$ cat config.mk
export PLATFORM = sky130hd
export DESIGN_NAME = ordered_pair_list
export DESIGN_NICKNAME = d
export VERILOG_FILES = /design/src/rtl/ordl_pkg.sv /design/src/rtl/ordl_cell.sv /design/src/rtl/ordered_pair_list.sv
export SDC_FILE = /design/constraint.sdc
export NUM_CORES = 2
export LEC_CHECK = 0
export ABC_AREA = 0
export BUFFER_PORTS_ARGS = -buffer_cell sky130_fd_sc_hd__buf_2
export CORE_MARGIN = 5
export CORE_UTILIZATION = 58
export CTS_CLUSTER_SIZE = 28
export DETAILED_ROUTE_END_ITERATION = 8
export GPL_TIMING_DRIVEN = 0
export PLACE_DENSITY_LB_ADDON = 0.15
export SYNTH_ARGS = -nofsm -noshare
export SYNTH_HDL_FRONTEND = slang
export SYNTH_SLANG_ARGS = --single-unit
export TNS_END_PERCENT = 1
$ cat constraint.sdc
create_clock -name clock -period 8.25 [get_ports clock]
set_input_delay 0.4125 -clock clock [delete_from_list [all_inputs] [get_ports clock]]
set_output_delay 0.4125 -clock clock [all_outputs]
set_load 0.005 [all_outputs]
$ cat src/rtl/ordl_pkg.sv
// Shared types and codes for the ordered pair list.
`default_nettype none

package ordl_pkg;

   // Fixed port widths of the request and response words
   localparam int OPCODE_W    = 3;
   localparam int POS_PORT_W  = 5;
   localparam int END_PORT_W  = 4;
   localparam int DATA_PORT_W = 32;
   localparam int STATUS_W    = 3;
   localparam int COUNT_W     = 5;

   typedef enum logic [OPCODE_W-1:0] {
      OP_APPEND = 3'd0,
      OP_INSERT = 3'd1,
      OP_REMOVE = 3'd2,
      OP_RANGE  = 3'd3,
      OP_READ   = 3'd4
   } op_type;

   typedef enum logic [STATUS_W-1:0] {
      STAT_OK    = 3'd0,
      STAT_FULL  = 3'd1,
      STAT_POS   = 3'd2,
      STAT_END   = 3'd3,
      STAT_ORDER = 3'd4
   } status_type;

   // Broadcast along the chain: what every cell does this cycle
   typedef enum logic [1:0] {
      CELL_HOLD   = 2'd0,
      CELL_INSERT = 2'd1,
      CELL_DELETE = 2'd2
   } cell_op_type;

   typedef enum logic {
      S_IDLE  = 1'b0,
      S_DRAIN = 1'b1
   } state_type;

endpackage

`default_nettype wire

$ cat src/rtl/ordl_cell.sv
// One list slot: holds a pair and shifts with its neighbors on insert or delete.
`default_nettype none

module ordl_cell
   import ordl_pkg::*;
#(
   parameter int INDEX  = 0,
   parameter int IDX_W  = 4,
   parameter int PAIR_W = 64
) (
   input  wire logic              clock,
   input  wire cell_op_type       op,
   input  wire logic [IDX_W-1:0]  pos,
   input  wire logic [PAIR_W-1:0] lower_pair,
   input  wire logic [PAIR_W-1:0] upper_pair,
   input  wire logic [PAIR_W-1:0] new_pair,
   output logic      [PAIR_W-1:0] pair
);

   localparam logic [IDX_W-1:0] MY_IDX = IDX_W'(INDEX);

   logic [PAIR_W-1:0] pair_ff;
   logic [PAIR_W-1:0] pair_in;

   always_comb begin
      pair_in = pair_ff;
      case (op)
         CELL_INSERT: begin
            // move up above the slot, load the new pair at it
            if (MY_IDX > pos) begin
               pair_in = lower_pair;
            end else if (MY_IDX == pos) begin
               pair_in = new_pair;
            end
         end
         CELL_DELETE: begin
            // close the gap from above
            if (MY_IDX >= pos) begin
               pair_in = upper_pair;
            end
         end
         default: begin
            pair_in = pair_ff;
         end
      endcase
   end

   always_ff @(posedge clock) begin
      pair_ff <= pair_in;
   end

   assign pair = pair_ff;

endmodule

`default_nettype wire

$ cat src/rtl/ordered_pair_list.sv
// Top level of the ordered pair list: control, cell chain and response register.
//
//   channel   ports                              handshake
//   --------  ---------------------------------  ---------------------------------
//   request   req_opcode .. req_second_value     taken at an edge with start & !busy
//   response  rsp_status .. rsp_last             rsp_valid high on each word
//
// Each accepted request word gives its first response word in the next cycle.
// Append, insert, remove and read leave busy low, so a new request may follow
// in the very next cycle. A range removal of n pairs deletes one pair per cycle
// through the cell chain and holds busy high while the remaining pairs drain,
// giving n response words in consecutive cycles, the final one with
// rsp_last. Reset (synchronous) empties the list; slot contents are not cleared
// and only slots below the fill count are ever read. The receiver cannot stall.
`default_nettype none

module ordered_pair_list
   import ordl_pkg::*;
#(
   parameter int LIST_DEPTH    = 16,
   parameter int ELEMENT_WIDTH = 32
) (
   input  wire logic                   clock,
   input  wire logic                   reset,
   input  wire logic                   start,
   output logic                        busy,
   input  wire logic [OPCODE_W-1:0]    req_opcode,
   input  wire logic [POS_PORT_W-1:0]  req_position,
   input  wire logic [END_PORT_W-1:0]  req_end_position,
   input  wire logic [DATA_PORT_W-1:0] req_first_value,
   input  wire logic [DATA_PORT_W-1:0] req_second_value,
   output logic                        rsp_valid,
   output logic [STATUS_W-1:0]         rsp_status,
   output logic [DATA_PORT_W-1:0]      rsp_pair_first,
   output logic [DATA_PORT_W-1:0]      rsp_pair_second,
   output logic [COUNT_W-1:0]          rsp_entry_count,
   output logic                        rsp_last
);

   // count width holds 0..LIST_DEPTH; index width addresses a slot
   localparam int POS_W  = $clog2(LIST_DEPTH + 1);
   localparam int IDX_W  = (LIST_DEPTH > 1) ? $clog2(LIST_DEPTH) : 1;
   localparam int CMP_W  = (POS_W > POS_PORT_W) ? POS_W : POS_PORT_W;
   localparam int PAIR_W = 2 * ELEMENT_WIDTH;

   // control state
   state_type         state_ff, state_in;
   logic [POS_W-1:0]  count_ff, count_in;
   logic [POS_W-1:0]  rem_ff, rem_in;
   logic [POS_W-1:0]  final_ff, final_in;
   logic [IDX_W-1:0]  range_pos_ff, range_pos_in;

   // response register
   logic                   rsp_valid_ff, rsp_valid_in;
   status_type             rsp_status_ff, rsp_status_in;
   logic [DATA_PORT_W-1:0] rsp_first_ff, rsp_first_in;
   logic [DATA_PORT_W-1:0] rsp_second_ff, rsp_second_in;
   logic [COUNT_W-1:0]     rsp_count_ff, rsp_count_in;
   logic                   rsp_last_ff, rsp_last_in;

   // chain control and data
   cell_op_type        cell_op;
   logic [IDX_W-1:0]   cell_pos;
   logic [PAIR_W-1:0]  new_pair;
   logic [PAIR_W-1:0]  slot_pair [LIST_DEPTH];
   logic [PAIR_W-1:0]  rd_pair;
   logic [IDX_W-1:0]   rd_idx;

   // widened request fields for compares
   logic [CMP_W-1:0] pos_ext;
   logic [CMP_W-1:0] end_ext;
   logic [CMP_W-1:0] cnt_ext;
   logic [CMP_W-1:0] span;
   logic             full;

   assign pos_ext = CMP_W'(req_position);
   assign end_ext = CMP_W'(req_end_position);
   assign cnt_ext = CMP_W'(count_ff);
   assign span    = end_ext - pos_ext;
   assign full    = (count_ff == POS_W'(LIST_DEPTH));

   // values are kept at element width
   assign new_pair = {ELEMENT_WIDTH'(req_first_value), ELEMENT_WIDTH'(req_second_value)};

   // ---------------------------------------------------------------------
   // Cell chain: every slot shifts in the same cycle
   // ---------------------------------------------------------------------
   for (genvar i = 0; i < LIST_DEPTH; i++) begin : g_slot
      logic [PAIR_W-1:0] lower;
      logic [PAIR_W-1:0] upper;

      if (i == 0) begin : g_bottom
         assign lower = '0;
      end else begin : g_lower
         assign lower = slot_pair[i-1];
      end

      if (i == LIST_DEPTH - 1) begin : g_top
         // top slot falls out of range on delete; its content is never read
         assign upper = slot_pair[i];
      end else begin : g_upper
         assign upper = slot_pair[i+1];
      end

      ordl_cell #(
         .INDEX  (i),
         .IDX_W  (IDX_W),
         .PAIR_W (PAIR_W)
      ) u_cell (
         .clock      (clock),
         .op         (cell_op),
         .pos        (cell_pos),
         .lower_pair (lower),
         .upper_pair (upper),
         .new_pair   (new_pair),
         .pair       (slot_pair[i])
      );
   end

   // single read port on the chain: the request slot, or the drain slot
   assign rd_idx  = (state_ff == S_DRAIN) ? range_pos_ff : IDX_W'(pos_ext);
   assign rd_pair = slot_pair[rd_idx];

   // ---------------------------------------------------------------------
   // Control: decode the request word, drive the chain, build the response
   // ---------------------------------------------------------------------
   always_comb begin
      state_in      = state_ff;
      count_in      = count_ff;
      rem_in        = rem_ff;
      final_in      = final_ff;
      range_pos_in  = range_pos_ff;
      cell_op       = CELL_HOLD;
      cell_pos      = IDX_W'(pos_ext);
      rsp_valid_in  = 1'b0;
      rsp_status_in = STAT_OK;
      rsp_first_in  = '0;
      rsp_second_in = '0;
      rsp_count_in  = COUNT_W'(count_ff);
      rsp_last_in   = 1'b1;

      unique case (state_ff)
         S_IDLE: begin
            if (start) begin
               rsp_valid_in = 1'b1;
               unique case (op_type'(req_opcode))
                  OP_APPEND: begin
                     if (full) begin
                        rsp_status_in = STAT_FULL;
                     end else begin
                        // append is insert at the fill count
                        cell_op  = CELL_INSERT;
                        cell_pos = IDX_W'(count_ff);
                        count_in = count_ff + 1'b1;
                     end
                  end
                  OP_INSERT: begin
                     if (full) begin
                        rsp_status_in = STAT_FULL;
                     end else if (pos_ext > cnt_ext) begin
                        rsp_status_in = STAT_POS;
                     end else begin
                        cell_op  = CELL_INSERT;
                        count_in = count_ff + 1'b1;
                     end
                  end
                  OP_REMOVE: begin
                     if (pos_ext >= cnt_ext) begin
                        rsp_status_in = STAT_POS;
                     end else begin
                        cell_op       = CELL_DELETE;
                        count_in      = count_ff - 1'b1;
                        rsp_first_in  = DATA_PORT_W'(rd_pair[PAIR_W-1 -: ELEMENT_WIDTH]);
                        rsp_second_in = DATA_PORT_W'(rd_pair[ELEMENT_WIDTH-1:0]);
                     end
                  end
                  OP_RANGE: begin
                     if (end_ext >= cnt_ext) begin
                        rsp_status_in = STAT_END;
                     end else if (pos_ext > end_ext) begin
                        rsp_status_in = STAT_ORDER;
                     end else begin
                        // drop the first pair now, drain the rest one per cycle
                        cell_op       = CELL_DELETE;
                        count_in      = count_ff - 1'b1;
                        final_in      = POS_W'(cnt_ext - span - 1'b1);
                        rem_in        = POS_W'(span);
                        range_pos_in  = IDX_W'(pos_ext);
                        rsp_first_in  = DATA_PORT_W'(rd_pair[PAIR_W-1 -: ELEMENT_WIDTH]);
                        rsp_second_in = DATA_PORT_W'(rd_pair[ELEMENT_WIDTH-1:0]);
                        rsp_last_in   = (span == '0);
                        if (span != '0) begin
                           state_in = S_DRAIN;
                        end
                     end
                  end
                  OP_READ: begin
                     if (pos_ext >= cnt_ext) begin
                        rsp_status_in = STAT_POS;
                     end else begin
                        rsp_first_in  = DATA_PORT_W'(rd_pair[PAIR_W-1 -: ELEMENT_WIDTH]);
                        rsp_second_in = DATA_PORT_W'(rd_pair[ELEMENT_WIDTH-1:0]);
                     end
                  end
                  default: begin
                     // unused opcodes: answer ok, touch nothing
                     rsp_status_in = STAT_OK;
                  end
               endcase
               if ((op_type'(req_opcode) == OP_RANGE) && (end_ext < cnt_ext)
                   && (pos_ext <= end_ext)) begin
                  rsp_count_in = COUNT_W'(final_in);
               end else begin
                  rsp_count_in = COUNT_W'(count_in);
               end
            end
         end
         S_DRAIN: begin
            // advance the range: delete at the same slot every cycle
            rsp_valid_in  = 1'b1;
            cell_op       = CELL_DELETE;
            cell_pos      = range_pos_ff;
            count_in      = count_ff - 1'b1;
            rem_in        = rem_ff - 1'b1;
            rsp_first_in  = DATA_PORT_W'(rd_pair[PAIR_W-1 -: ELEMENT_WIDTH]);
            rsp_second_in = DATA_PORT_W'(rd_pair[ELEMENT_WIDTH-1:0]);
            rsp_count_in  = COUNT_W'(final_ff);
            rsp_last_in   = (rem_ff == POS_W'(1));
            if (rem_ff == POS_W'(1)) begin
               state_in = S_IDLE;
            end
         end
         default: begin
            state_in = S_IDLE;
         end
      endcase
   end

   // control registers
   always_ff @(posedge clock) begin
      if (reset) begin
         state_ff     <= S_IDLE;
         count_ff     <= '0;
         rem_ff       <= '0;
         rsp_valid_ff <= 1'b0;
      end else begin
         state_ff     <= state_in;
         count_ff     <= count_in;
         rem_ff       <= rem_in;
         rsp_valid_ff <= rsp_valid_in;
      end
   end

   // payload registers, no reset
   always_ff @(posedge clock) begin
      final_ff      <= final_in;
      range_pos_ff  <= range_pos_in;
      rsp_status_ff <= rsp_status_in;
      rsp_first_ff  <= rsp_first_in;
      rsp_second_ff <= rsp_second_in;
      rsp_count_ff  <= rsp_count_in;
      rsp_last_ff   <= rsp_last_in;
   end

   assign busy            = (state_ff == S_DRAIN);
   assign rsp_valid       = rsp_valid_ff;
   assign rsp_status      = rsp_status_ff;
   assign rsp_pair_first  = rsp_first_ff;
   assign rsp_pair_second = rsp_second_ff;
   assign rsp_entry_count = rsp_count_ff;
   assign rsp_last        = rsp_last_ff;

   // ---------------------------------------------------------------------
   // Assertions
   // ---------------------------------------------------------------------
   // every accepted request word answers in the next cycle
   a_accept_answers: assert property (@(posedge clock) disable iff (reset)
      (start && !busy) |=> rsp_valid)
      else $error("accepted request gave no response word");

   // a drain cycle always emits a word
   a_drain_emits: assert property (@(posedge clock) disable iff (reset)
      busy |=> rsp_valid)
      else $error("range drain cycle without response word");

   // a word that is not last means the range is still draining
   a_more_follows: assert property (@(posedge clock) disable iff (reset)
      (rsp_valid && !rsp_last) |-> busy)
      else $error("non-final word with no drain in progress");

   // fill count never passes the depth
   a_count_bound: assert property (@(posedge clock) disable iff (reset)
      count_ff <= POS_W'(LIST_DEPTH))
      else $error("fill count beyond list depth");

endmodule

`default_nettype wire

==> impl_metrics.ini <==
[run_status]
outcome = finished with violations
violations = capacitance limit, slew limit

[power_and_ir_drop]
irDropWorstVdd_mv = 0.199
power_mw = 14.1
power_leakage_nw = 24.9
powerDensity_mw_per_mm2 = 199

[drt]
dr_total_vias = 48600
wirelength_um = 214000
drc = 0
drtIter0Drc = 6474
postRouteAntennaNets = 0
wl_per_cell_um = 30.0
firstDrtPassIters = 6
viasPerCell = 6.82

[global_routing]
track_usage_pct = 36.1
grt_max_degree = 36
grt_overflow = 0
grt_first_pass_wirelength_um = 315000
first_global_vias = 48300
antenna_found_initial = 14

[floorplan]
die_h_um = 340
design.die.area_mm2 = 0.116
die_x_um = 340
coreArea_mm2 = 0.109
rows = 121
initial_core_util_pct = 58.2
pin_count = 154

[critical_path]
r2r_slack_ps = 1020
crit_arrival_ps = 7780
required_ps = 8790
crit_type = reg -> reg
worstSetupEndpointType = flip-flop
startpoint_type = flip-flop
cp_max_fo = 13

[min_path]
hold_class = in -> reg

[clock_network]
root_buffer = clkbuf_16
cts.sinks = 1118
cts_tree = done
htree_levels = 3
clk_pin_slew_ps = 60
clk_path_buf_depth = 3
cts_buffers = 121
clkLatencyLatePin_ps = 740

[cells_and_area]
seqCellArea_mm2 = 0.0327
fin_nets = 5690
final_util_pct = 65.5
multiInputGateArea_mm2 = 0.0282
drive_gt1_share_pct = 18.1
stdcell_count = 7120
layout_common_cells = edfxtp_1, mux2i_1, nand2_1
area_growth_pct = 12.4
layout_commonest_cell = edfxtp_1
fill_cells = 8339

[place]
dp_hpwl_um = 156000
gp_congestion = 0.944
dp.cells = 6871
preCtsSetupSlack_ps = 1330
portBuffers = 152

[logic_synthesis]
synthXorXnorAreaFrac_pct = 0.152
synth_compound_area_share_pct = 9.95
synth_top_family_by_area = multiplexers
synth_area_leaders = edfxtp_1, mux2i_1, mux4_2
synth-main-ff-cell = edfxtp_1
synth.distinct_cells = 68
synth_mux_area_share_pct = 26.7
yosys.area.top_type = edfxtp_1
syn-num-nets = 5364
syn_area_per_cell_um2 = 12.0
synth_adder_area_share_pct = 0.538
synth_warnings = 0
yosys.area.top_type_share_pct = 49.1
synth_area_mm2 = 0.0632
synth-seq-cells = 1118
async_flop_share_pct = 0
seq_area_frac_synth_pct = 51.8
synth-edff-count = 1033
syn_inst = 5259
synth_simple_gate_area_share_pct = 6.95

[sta]
min_period_over_period_pct = 87.7
timing.fmax_mhz = 138
final-max-slew-violation-count = 11
hold_viol_final = 0
setup_ws_ps = 1020
rsz0062_at_grt = false
finalCriticalPeriod_ps = 7230
finClkSkew_ps = 27.9
setup_viol = 0
relSlewSlack_pct = -1.27
holdWs_ps = 143
worstMarginPinSlew_ps = 1520

[run]
maxCapViolations = 1
-- layout make-up --
class,count,area share (%)
inverter,30,0.162
clock inverter,69,0.910
multi-input combinational,3624,39.7
tap,1414,2.49
antenna,14,0.0493
buffer,487,3.34
sequential,1118,46.1
clock buffer,161,4.73
timing repair buffer,203,2.55
-- per-layer routing --
layer	GRT usage [%]	wire [µm]	vias up	share of wire (%)
li1	-	-	20500	-
met1	47.9	81800	24500	38
met2	55.6	97300	3005	45
met3	8.87	22700	536	11
met4	18.8	12000	8	5.6
met5	0	48	-	0.022
-- worst max-delay path, stage by stage, from the launching register on --
cell and delay (ps):
dfxtp_1 600, inv_1 300, ha_1 350, nor2b_1 130, o31ai_1 330, nand3_1 400
o32ai_1 750, nand2_1 210, nand2_1 190, ha_1 240, clkbuf_1 560, clkbuf_1 1050
clkbuf_2 950, clkbuf_1 670, nand2_1 110, o21ai_0 140
-- what timing repair did --
action,CTS,global route
hold buffers,5,0
hold endpoints to repair,5,0
resized for setup,0,0
setup buffers,0,0
-- metrics by stage --
step | TNS, ps | instance area [µm²]
floorplan | 0 | 63200
global placement | -4000890 | 65700
global route | 0 | 71000
detailed placement | 0 | 67000
finish | 0 | 71100
CTS | 0 | 71000
-- flip-flops by register name (all words and copies together), names as in the netlist, 3 cells and up --
register,cells
g_slot.u_cell.pair,1024
rem_ff,5
cnt_ext,5
rsp_entry_count,5
range_pos_ff,4
rsp_status,3
final_ff,5
rsp_pair_second,32
rsp_pair_first,32
-- worst paths after layout --
| kind | cells after the start | end | start |
|---|---|---|---|
| max reg2reg | 15 | g_slot[2].u_cell.pair[60] | cnt_ext[1] |
| min | 3 | g_slot[5].u_cell.pair[49] | req_first_value[17] |
| max | 15 | g_slot[2].u_cell.pair[60] | cnt_ext[1] |
| min reg2reg | 2 | rsp_entry_count[0] | final_ff[0] |
-- cell usage after synthesis (all sizes together) (5+ instances only) --
library cell,n
a21oi,33
clkbuf,258
dfxtp,85
nand3,10
xnor2,9
nor2,44
buf,229
a21o,5
mux2,132
nand2b,5
edfxtp,1033
mux4,256
o21a,5
mux2i,964
nand2,934
ha,24
o31ai,7
a31oi,7
inv,28
nor2b,67
a211oi,132
o311ai,5
nor3,12
o21ai,912
-- power by group --
group	internal, mW	switching [mW]	leakage (nW)	total (mW)
clock	3.17	2.44	1.95	5.61
sequential	6.48	0.138	10.1	6.62
combinational	0.749	1.13	12.9	1.88
-- cell families after synthesis --
group           Yosys count
mux                    1352
compound gates         1143
flops                  1118
simple gates           1092
buf+inv                 517
fa+ha+maj                26
xor+xnor                 11
Note: power is estimated with default switching activity, not from simulation.
